$ cat config.mk
export PLATFORM = sky130hd
export DESIGN_NAME = contiguous_line_allocator
export DESIGN_NICKNAME = d
export VERILOG_FILES = /design/src/cla_pkg.sv /design/src/cla_ram.sv /design/src/cla_hole_unit.sv /design/src/contiguous_line_allocator.sv
export SDC_FILE = /design/constraint.sdc
export NUM_CORES = 2
export LEC_CHECK = 0
export BUFFER_PORTS_ARGS = -buffer_cell sky130_fd_sc_hd__buf_4
export CORE_UTILIZATION = 32
export DETAILED_ROUTE_END_ITERATION = 6
export GPL_ROUTABILITY_DRIVEN = 0
export PLACE_DENSITY_LB_ADDON = 0.1
export SLEW_MARGIN = 20
export SYNTH_ARGS = -nofsm -noshare
export SYNTH_HDL_FRONTEND = slang
export SYNTH_MEMORY_MAX_BITS = 65536
export SYNTH_SLANG_ARGS = --single-unit
export TNS_END_PERCENT = 30
$ cat constraint.sdc
create_clock -name clk -period 15.1 [get_ports clk]
set_input_delay 3.02 -clock clk [delete_from_list [all_inputs] [get_ports clk]]
set_output_delay 3.02 -clock clk [all_outputs]
set_load 0.01 [all_outputs]
$ cat src/cla_pkg.sv
`timescale 1ns / 1ps
// ----------------------------------------------------------------------------
// cla_pkg: shared types and constants of the contiguous line allocator
// Holds the request and result transfer types, status and policy codes,
// the line entry kept in the line RAM and the status bundle of the hole
// tracking unit.
// ----------------------------------------------------------------------------
package cla_pkg;

    localparam int LINES      = 256;
    localparam int LINE_W     = $clog2(LINES);
    localparam int CNT_W      = LINE_W + 1;
    localparam int OWNER_BITS = 16;

    localparam logic [1:0] POLICY_FIRST = 2'd0;
    localparam logic [1:0] POLICY_BEST  = 2'd1;
    localparam logic [1:0] POLICY_WORST = 2'd2;

    localparam logic [1:0] ST_ALLOCATED = 2'd0;
    localparam logic [1:0] ST_NO_SPACE  = 2'd1;
    localparam logic [1:0] ST_RELEASED  = 2'd2;

    localparam logic MODE_ALLOC   = 1'b0;
    localparam logic MODE_RELEASE = 1'b1;

    typedef struct packed {
        logic                  mode;
        logic [OWNER_BITS-1:0] owner;
        logic [CNT_W-1:0]      run_length;
        logic [LINE_W-1:0]     start_line;
    } req_t;

    typedef struct packed {
        logic [1:0]        status;
        logic [LINE_W-1:0] granted_start;
    } rsp_t;

    typedef struct packed {
        logic                  busy;
        logic [OWNER_BITS-1:0] owner;
    } line_t;

    typedef struct packed {
        logic              stop;
        logic              found;
        logic [LINE_W-1:0] pick_start;
    } hole_status_t;

endpackage

$ cat src/cla_ram.sv
`timescale 1ns / 1ps
// ----------------------------------------------------------------------------
// cla_ram: generic single write, single read RAM
// One write port and one read port with registered read data.
// ----------------------------------------------------------------------------
module cla_ram #(
    parameter int WIDTH = 16,
    parameter int DEPTH = 256
) (
    input  logic                     clk,
    input  logic                     we,
    input  logic [$clog2(DEPTH)-1:0] waddr,
    input  logic [WIDTH-1:0]         wdata,
    input  logic [$clog2(DEPTH)-1:0] raddr,
    output logic [WIDTH-1:0]         rdata
);

    logic [WIDTH-1:0] mem [DEPTH];

    always_ff @(posedge clk)
    begin
        if (we)
        begin
            mem[waddr] <= wdata;
        end
        rdata <= mem[raddr];
    end

endmodule

$ cat src/cla_hole_unit.sv
`timescale 1ns / 1ps
// ----------------------------------------------------------------------------
// cla_hole_unit: hole tracker and fit comparator
// Takes one line per step, measures the current hole and keeps the pick
// that the placement policy prefers.
// ----------------------------------------------------------------------------
module cla_hole_unit
    import cla_pkg::*;
(
    input  logic              clk,
    input  logic              rst_n,
    input  logic              clear,
    input  logic              step,
    input  logic [CNT_W-1:0]  idx,
    input  logic              free,
    input  logic [CNT_W-1:0]  need,
    input  logic [1:0]        policy,
    output hole_status_t      stat
);

    logic [LINE_W-1:0] hole_start_reg;
    logic [CNT_W-1:0]  hole_len_reg;
    logic [LINE_W-1:0] pick_start_reg;
    logic [CNT_W-1:0]  pick_len_reg;
    logic              found_reg;

    logic is_best;
    logic is_worst;
    logic qualify;
    logic take;

    always_comb
    begin
        is_best  = (policy == POLICY_BEST);
        is_worst = (policy == POLICY_WORST);
        qualify  = !free && (hole_len_reg >= need) && (hole_len_reg != '0);
        take     = qualify && (!found_reg
                   || (is_best && (hole_len_reg < pick_len_reg))
                   || (is_worst && (hole_len_reg > pick_len_reg)));
        stat.stop       = qualify && !is_best && !is_worst;
        stat.found      = found_reg;
        stat.pick_start = pick_start_reg;
    end

    always_ff @(posedge clk or negedge rst_n)
    begin
        if (!rst_n)
        begin
            found_reg      <= 1'b0;
            hole_len_reg   <= '0;
            hole_start_reg <= '0;
            pick_start_reg <= '0;
            pick_len_reg   <= '0;
        end
        else if (clear)
        begin
            found_reg    <= 1'b0;
            hole_len_reg <= '0;
        end
        else if (step)
        begin
            if (free)
            begin
                if (hole_len_reg == '0)
                begin
                    hole_start_reg <= idx[LINE_W-1:0];
                end
                hole_len_reg <= hole_len_reg + 1'b1;
            end
            else
            begin
                if (take)
                begin
                    pick_start_reg <= hole_start_reg;
                    pick_len_reg   <= hole_len_reg;
                    found_reg      <= 1'b1;
                end
                hole_len_reg <= '0;
            end
        end
    end

endmodule

$ cat src/contiguous_line_allocator.sv
`timescale 1ns / 1ps
// ----------------------------------------------------------------------------
// contiguous_line_allocator: first, best and worst fit line allocator
// Keeps a busy bit and an owner tag per line; allocates contiguous runs
// and releases owned ranges under a small sequencer.
//
//   channel  handshake              payload
//   -------  ---------------------  ------------------------------
//   request  start, busy            req  (mode, owner, length, start)
//   result   done (one cycle)       rsp  (status, granted_start)
//   config   cfg_valid, cfg_ready   cfg_data (fit policy)
//
// Allocate: a scan of the line map, stopping at the first fitting hole
// under first fit, then the picked lines are marked one at a time. Release:
// lines in range owned by the requester are freed. A zero-length or
// oversized allocate is refused with no space. After reset a clearing pass
// frees every line, with busy high. Results cannot be stalled: done is high
// for one cycle, and busy drops in the cycle after it.
// ----------------------------------------------------------------------------
module contiguous_line_allocator
    import cla_pkg::*;
(
    input  logic       clk,
    input  logic       rst_n,
    input  logic       start,
    output logic       busy,
    input  req_t       req,
    output logic       done,
    output rsp_t       rsp,
    input  logic       cfg_valid,
    output logic       cfg_ready,
    input  logic [1:0] cfg_data
);

    typedef enum logic [2:0] {
        S_INIT,
        S_IDLE,
        S_REL_RUN,
        S_SCAN,
        S_PICK,
        S_MARK,
        S_REPLY
    } state_t;

    state_t state_reg;
    state_t state_next;

    logic [1:0]            policy_reg;
    logic [OWNER_BITS-1:0] owner_reg;
    logic [CNT_W-1:0]      need_reg;
    logic [CNT_W-1:0]      cur_reg;
    logic [CNT_W-1:0]      cur_next;
    logic [CNT_W-1:0]      remain_reg;
    logic [CNT_W-1:0]      remain_next;
    logic                  rd_v_reg;
    logic                  rd_v_next;
    logic [CNT_W-1:0]      rd_addr_reg;
    rsp_t                  rsp_reg;
    rsp_t                  rsp_next;

    logic                  accept;
    logic                  issue;
    logic                  line_free;
    logic                  hole_clear;
    logic                  hole_step;
    logic                  rel_clear;
    logic                  ram_we;
    logic [LINE_W-1:0]     ram_waddr;
    line_t                 ram_wdata;
    line_t                 rd_data;
    hole_status_t          hole_stat;

    assign accept    = start && !busy;
    assign busy      = (state_reg != S_IDLE);
    assign done      = (state_reg == S_REPLY);
    assign rsp       = rsp_reg;
    assign cfg_ready = 1'b1;

    cla_ram #(
        .WIDTH ($bits(line_t)),
        .DEPTH (LINES)
    ) u_line_ram (
        .clk   (clk),
        .we    (ram_we),
        .waddr (ram_waddr),
        .wdata (ram_wdata),
        .raddr (cur_reg[LINE_W-1:0]),
        .rdata (rd_data)
    );

    cla_hole_unit u_hole (
        .clk    (clk),
        .rst_n  (rst_n),
        .clear  (hole_clear),
        .step   (hole_step),
        .idx    (rd_addr_reg),
        .free   (line_free),
        .need   (need_reg),
        .policy (policy_reg),
        .stat   (hole_stat)
    );

    always_comb
    begin
        state_next      = state_reg;
        cur_next        = cur_reg;
        remain_next     = remain_reg;
        rsp_next        = rsp_reg;
        rd_v_next       = 1'b0;
        issue           = 1'b0;
        hole_clear      = 1'b0;
        hole_step       = 1'b0;
        line_free       = (rd_addr_reg < CNT_W'(LINES)) && !rd_data.busy;
        rel_clear       = rd_v_reg && (state_reg == S_REL_RUN) && rd_data.busy
                          && (rd_data.owner == owner_reg);
        ram_we          = rel_clear;
        ram_waddr       = rd_addr_reg[LINE_W-1:0];
        ram_wdata.busy  = 1'b0;
        ram_wdata.owner = '1;

        case (state_reg)
            S_INIT:
            begin
                ram_we    = 1'b1;
                ram_waddr = cur_reg[LINE_W-1:0];
                if (cur_reg == CNT_W'(LINES - 1))
                begin
                    cur_next   = '0;
                    state_next = S_IDLE;
                end
                else
                begin
                    cur_next = cur_reg + 1'b1;
                end
            end
            S_IDLE:
            begin
                if (accept)
                begin
                    rsp_next.granted_start = '0;
                    if (req.mode == MODE_RELEASE)
                    begin
                        cur_next    = {1'b0, req.start_line};
                        remain_next = req.run_length;
                        state_next  = S_REL_RUN;
                    end
                    else if ((req.run_length == '0) || (req.run_length > CNT_W'(LINES)))
                    begin
                        rsp_next.status = ST_NO_SPACE;
                        state_next      = S_REPLY;
                    end
                    else
                    begin
                        hole_clear = 1'b1;
                        cur_next   = '0;
                        state_next = S_SCAN;
                    end
                end
            end
            S_REL_RUN:
            begin
                if ((remain_reg != '0) && (cur_reg < CNT_W'(LINES)))
                begin
                    issue       = 1'b1;
                    rd_v_next   = 1'b1;
                    cur_next    = cur_reg + 1'b1;
                    remain_next = remain_reg - 1'b1;
                end
                else
                begin
                    rsp_next.status = ST_RELEASED;
                    state_next      = S_REPLY;
                end
            end
            S_SCAN:
            begin
                hole_step = rd_v_reg;
                if (rd_v_reg && (hole_stat.stop || (rd_addr_reg == CNT_W'(LINES))))
                begin
                    state_next = S_PICK;
                end
                else
                begin
                    issue     = 1'b1;
                    rd_v_next = 1'b1;
                    cur_next  = cur_reg + 1'b1;
                end
            end
            S_PICK:
            begin
                if (hole_stat.found)
                begin
                    cur_next    = {1'b0, hole_stat.pick_start};
                    remain_next = need_reg;
                    state_next  = S_MARK;
                end
                else
                begin
                    rsp_next.status = ST_NO_SPACE;
                    state_next      = S_REPLY;
                end
            end
            S_MARK:
            begin
                ram_we          = 1'b1;
                ram_waddr       = cur_reg[LINE_W-1:0];
                ram_wdata.busy  = 1'b1;
                ram_wdata.owner = owner_reg;
                cur_next        = cur_reg + 1'b1;
                remain_next     = remain_reg - 1'b1;
                if (remain_reg == CNT_W'(1))
                begin
                    rsp_next.status        = ST_ALLOCATED;
                    rsp_next.granted_start = hole_stat.pick_start;
                    state_next             = S_REPLY;
                end
            end
            S_REPLY:
            begin
                state_next = S_IDLE;
            end
            default:
            begin
                state_next = S_IDLE;
            end
        endcase
    end

    always_ff @(posedge clk or negedge rst_n)
    begin
        if (!rst_n)
        begin
            state_reg  <= S_INIT;
            policy_reg <= POLICY_FIRST;
            cur_reg    <= '0;
            rd_v_reg   <= 1'b0;
        end
        else
        begin
            state_reg <= state_next;
            cur_reg   <= cur_next;
            rd_v_reg  <= rd_v_next;
            if (cfg_valid && cfg_ready)
            begin
                policy_reg <= cfg_data;
            end
        end
    end

    always_ff @(posedge clk)
    begin
        remain_reg <= remain_next;
        rsp_reg    <= rsp_next;
        if (issue)
        begin
            rd_addr_reg <= cur_reg;
        end
        if (accept)
        begin
            owner_reg <= req.owner;
            need_reg  <= req.run_length;
        end
    end

    a_reply_ends: assert property (@(posedge clk) disable iff (!rst_n)
        done |=> !busy)
        else $error("reply not followed by idle");

    a_accept_busy: assert property (@(posedge clk) disable iff (!rst_n)
        accept |=> busy)
        else $error("accepted request did not start work");

    a_mark_in_range: assert property (@(posedge clk) disable iff (!rst_n)
        (state_reg == S_MARK) |-> (cur_reg < CNT_W'(LINES)))
        else $error("marked line past the end of the map");

    a_read_from_release: assert property (@(posedge clk) disable iff (!rst_n)
        rd_v_reg |-> $past((state_reg == S_REL_RUN) || (state_reg == S_SCAN)))
        else $error("line read outside release sweep or scan");

    a_no_space_zero: assert property (@(posedge clk) disable iff (!rst_n)
        (done && (rsp.status != ST_ALLOCATED)) |-> (rsp.granted_start == '0))
        else $error("granted start set without allocation");

endmodule
Yosys cells after proc, flatten, opt, wreduce, memory -nomap -nowiden
Memory sizes are Yosys's and may differ from the RTL's. A register that Yosys moved wholly into a read port is not among the register bits.
Cells that the tools add are included.
- register bits: 103
- RAM bits: 4352
- bits of input ports: 40
- output and inout bits: 13
- word-level logic and storage cells: 147
- memories: 1
- add/sub/neg operators: 3
- magnitude comparators: 6
- eq/ne operators: 27
- multiplexer cells: 50
- bitwise operators: 2
- reduce and logical (&&, ||, !) cells: 43
- memory list (name ; depth ; width ; rd ports ; clocked after memory_dff ; wr ports ; line ; source):
    u_line_ram.mem ; 256 ; 17 ; 1 ; 1 ; 1 ; cla_ram.sv:18 ; logic [WIDTH-1:0] mem [DEPTH];
- operator list (operator ; number):
    two-way mux 9 bit ; 14
    one-hot mux 9 bit (6 select lines) ; 1
    one-hot mux 9 bit (4 select lines) ; 1
    != test 2 bit, second input constant ; 11
    two-way mux 3 bit ; 7
    two-way mux 10 bit ; 2
    adder 9 x 1 -> 9 bit, second input constant ; 2
    logical NOT 9 bit ; 2
    less-than comparator 9 bit, second input constant ; 2
    one-hot mux 3 bit (6 select lines) ; 1
    nonzero test 9 bit ; 2
    two-way mux 17 bit ; 1
    == test 16 bit ; 1
    one-hot mux 8 bit (2 select lines) ; 1
    logical AND 1 bit ; 14
    two-way mux 1 bit ; 14
    two-way mux 2 bit ; 5
    AND reduction 5 bit ; 2
    == test 3 bit, second input constant ; 3
    == test 9 x 1 -> 1 bit, second input constant ; 1
    == test 9 x 8 -> 1 bit, second input constant ; 1
    == test 9 bit, second input constant ; 1
    greater-or-equal comparator 9 bit ; 1
    greater-than comparator 9 bit ; 1
    25 further kinds ; 40

Depth between registers and ports, before layout
- depth in word-level cells: 11
- depth in mapped cells: 15
- depth with buffers taken out: 11

Modules after synthesis
A second synthesis with hierarchy kept.
- cells, all modules: 8346
- area total of the unflattened synthesis: 175654.7 µm²
- by module, submodules not included (module ; times used ; cells each ; area an instance (µm²) ; sequential area each (µm²)):
    cla_ram ; 1 ; 7797 ; 169704.0 ; 131025.7
    contiguous_line_allocator ; 1 ; 368 ; 3942.5 ; 1966.9
    cla_hole_unit ; 1 ; 181 ; 2008.2 ; 875.8

Worst setup path before layout
Ideal clock, no wire load.
- path type: reg-to-reg
- start point: register state_reg[0]
- end point: memory u_line_ram.mem[0][10] (netlist bit), data pin
- library setup time: 1188 ps
- data arrival time: 10397 ps
- data required time: 13912 ps
- setup slack: 3515 ps
- cell stages (with the launch flop): 8
- path buffers: 3
- clock period less this slack: 11585 ps
- cells stage by stage: dfrtp_1 -> nor2b_1 -> clkbuf_1 -> nand2_1 -> inv_1 -> clkbuf_1 -> clkbuf_1 -> nand2b_1
- RTL lines (item ; line ; source):
    start, declared ; contiguous_line_allocator.sv:45 ; state_t state_reg;
    start signal, assigned ; contiguous_line_allocator.sv:240 ; state_reg <= state_next;
    end, declared ; cla_ram.sv:18 ;

==> metrics.md <==
| Metric | Value |
|---|---|
| Status | finished, final reports clean |
| RR Startpoint | cur_reg[0] |
| Top cell type's share of synthesized area | 76.9% |
| Reg2reg path depth | 10 |
| Synth Register Bits | 4472 |
| Setup total negative slack | 0 ps |
| Root Driver | clkbuf_16 |
| Initial antenna violation count | 35 |
| Crit-path most repeated cell | buf_4 |
| Slew Limit Headroom | 19.9% |
| Max reg flops | 4352 |
| Clk_skew | 120 ps |
| Clk_lat worst skew | 1060 ps |
| Clock sinks | 4472 |
| Die H | 735 um |
| Hold_ws | 508 ps |
| Max Clock Freq | 164 MHz |
| Multi-input gate area | 0.0364 sq mm |
| CTS HTree Levels | 5 |
| Postcts setup bufs | 0 |
| Peak VDD IR | 110 uV |
| Die W | 735 um |
| Placed cell area | 0.183 sq mm |
| Post-route cell area | 0.199 sq mm |
| CP Class | reg -> reg |
| YS warnings | 0 |
| Nets@finish | 8403 |
| Critical path data arrival time | 6950 ps |
| Clock power frac | 46.2% |
| Critical Path Start | cur_reg[0] |
| First-pass GRT wire length | 733000 um |
| TritonCTS clock tree | yes |
| Placed cells | 15009 |
| Crit path capture | u_line_ram.rdata[4] |
| Vias in the first global route | 87102 |
| Vias post-DR | 83131 |
| Mean area per synthesized cell | 21.9 sq um |
| Worst-Margin Slew | 1190 ps |
| Clock buffer depth | 4 |
| Iter 0 DRT Violations | 7856 |
| CP top delay family | buffers and inverters |
| Post-Layout Cell Count | 15915 |
| Max_cap viols | 0 |
| Combinational share of power | 0.1% |
| P_int | 0.0200 W |
| Leak | 68.8 nW |
| Gr usage total | 19.3% |
| Sequential element share of the synthesized area | 77.8% |
| WP buf/inv | 4 |
| Ys async rst share | 1.12% |
| Die Area | 0.540 sq mm |
| Count of cell types in the netlist | 79 |
| R2r endpoint | u_line_ram.rdata[4] |
| Cells after Synth | 7854 |
| Area Growth Syn to Fin | 15.5% |
| PostCTS Resize Cnt | 0 |
| Top cells by area, synth | edfxtp_1 (77%), mux4_2 (13%), mux2i_1 (1.6%), dfrtp_1 (0.73%), o22ai_1 (0.71%) |
| WP depth | 10 |
| Cell taking the most area after synthesis | edfxtp_1 |
| Residual DRC | 0 |
| IO buf count | 51 |
| Seq pwr share | 53.7% |
| Psw | 0.00501 W |
| CP Max Fanout | 49 |
| Slowest CP cell | dfrtp_4 |
| Number of synthesized flops with an enable pin | 4405 |
| Antenna Violating Nets Remaining | 0 |
| Post-Route WL | 532000 um |
| Grt total ovfl | 0 |
| Setup Viol. Count Final | 0 |
| Min Tclk post-route | 6090 ps |
| Power density over cell area | 126 mW/mm^2 |
| Row count | 268 |
| Post-synth top flop | edfxtp_1 |
| Final worst-path cycle share | 40.3% |
| Largest net degree at the start of global routing | 189 |
| Commonest cells in the netlist | edfxtp_1 (4405), mux4_2 (1004), nor2_1 (316) |
| Wire length per cell | 33.4 um |
| Flop-to-flop setup slack | 9010 ps |
| RSZ-0062 raised after global routing | false |
| Share of cells above drive strength 1 | 28.0% |
| DR pass1 iterations | 6 |
| Hold buffers post-CTS | 0 |
| Cell with the most instances after synthesis | edfxtp_1 |
| Critical Path, Cell by Cell | buf_4 -> buf_12 -> buf_4 -> buf_4 -> mux4_2 -> a22o_1 -> a221oi_1 -> o22ai_1 -> nor4_2 -> nor3_1 |
| Required time of the worst setup path | 15960 ps |
| Register Area | 0.134 sq mm |
| Reg clk slew, reported paths | 60 ps |
| Finished Core Util | 37.2% |
| Filler cell count | 48656 |
| CP peak stage delay | 870 ps |
| DP Wirelength | 309000 um |
| Core area | 0.534 sq mm |
| IO Count | 53 |
| Sw frac | 20.0% |
| Hold Vio Cnt, Final | 0 |
| Crit path capture type | register |
| Vias per inst | 5.22 |
| Post-Synthesis Cell Area | 0.172 sq mm |
| TritonCTS buffer count | 477 |
| Startpoint Class | register |
| Post-synthesis net count | 7919 |
| Max Slew Vio Count | 0 |
| Initial Utilization | 32.2% |
| Min-Delay Path Class | reg -> reg |
worst min path at each step:
| stage | startpoint | endpoint | slack [ps] | depth (start not counted) |
|---|---|---|---|---|
| 2_1_floorplan | cur_reg[4] | rd_addr_reg[4] | 420 | 0 |
| 3_3_place_gp | u_hole.hole_start_reg[2] | u_hole.hole_start_reg[2] | 490 | 1 |
| 3_5_place_dp | u_hole.pick_len_reg[2] | u_hole.pick_len_reg[2] | 500 | 1 |
| 4_1_cts | u_hole.pick_len_reg[2] | u_hole.pick_len_reg[2] | 510 | 1 |
| 5_1_grt | u_hole.pick_len_reg[2] | u_hole.pick_len_reg[2] | 530 | 1 |
| 6_report | u_hole.pick_len_reg[2] | u_hole.pick_len_reg[2] | 510 | 1 |
cells in the final DEF, fill, tap and decap left out, types with 23 or more instances in the layout:
cell type and n:
a211oi_1 40, a21oi_1 82, a221oi_1 68, a22o_1 77, a22oi_1 114, buf_4 421
bufinv_16 37, clkbuf_1 101, clkbuf_16 479, clkbuf_8 23, clkinv_1 127, clkinv_2 86
dfrtp_1 45, edfxtp_1 4405, ha_1 25, inv_1 36, mux2_2 55, mux2i_1 268
mux4_2 1004, nand2_1 122, nand4_1 26, nor2_1 155, nor2_2 86, nor2_4 75
nor3_1 104, nor4_1 31, o21ai_0 79, o22ai_1 191
area by class of cell:
class | count | share of cell area (%)
Antenna cell | 11 | 0.0139
Clock buffer | 603 | 6.38
Clock inverter | 287 | 1.34
Inverter | 40 | 0.0831
Multi-Input combinational cell | 2891 | 18.3
Sequential cell | 4472 | 67.4
Tap cell | 7155 | 4.51
Timing Repair Buffer | 456 | 1.94
logic make-up (layout without fill, tap and decap cells):
family | after synthesis | in the layout | share of synthesized area, %
other | 1 | 12 | 0.00218
XOR/XNOR | 24 | 24 | 0.122
flip-flops | 4472 | 4472 | 77.8
AO/OA/AOI/OAI | 745 | 745 | 3.01
buffers and inverters | 491 | 1386 | 1.66
adder cells (fa/ha/maj) | 25 | 25 | 0.182
AND/OR/NAND/NOR | 769 | 769 | 2.10
multiplexers | 1327 | 1327 | 15.1
stage by stage:
step / setup WS (ps) / power, W
6_report: 9010 / 0.0250
5_1_grt: 8620 / 0.0257
4_1_cts: 8750 / 0.0253
3_5_place_dp: 8780 / 0.0137
3_3_place_gp: 8140 / 0.0137
2_1_floorplan: 3510 / 0.0137
worst reg2reg max path, stage by stage, from the launching register on:
cell and delay [ps]:
dfrtp_4 870, buf_4 510, buf_12 420, buf_4 820, buf_4 730, mux4_2 590
a22o_1 240, a221oi_1 600, o22ai_1 440, nor4_2 610, nor3_1 110
per-layer routing:
layer	vias to the layer above	GRT usage [%]	part of all wire [%]	wire length, um
met5	-	0	0.0024	13
met4	2	4.92	2.8	14800
met3	664	2.12	4.0	21100
met2	2076	33.2	50	266000
met1	46093	26.2	43	230000
li1	34296	-	-	-
power by group through the flow:
| stage | clock [W] | combinational, W | sequential, W |
|---|---|---|---|
| 2_1_floorplan | 0 | 0.00000364 | 0.0137 |
| 3_3_place_gp | 0 | 0.0000218 | 0.0137 |
| 3_5_place_dp | 0 | 0.0000219 | 0.0137 |
| 4_1_cts | 0.0118 | 0.0000220 | 0.0134 |
| 5_1_grt | 0.0123 | 0.0000228 | 0.0134 |
| 6_report | 0.0116 | 0.0000216 | 0.0134 |
Power figures use the tool's default switching activity.
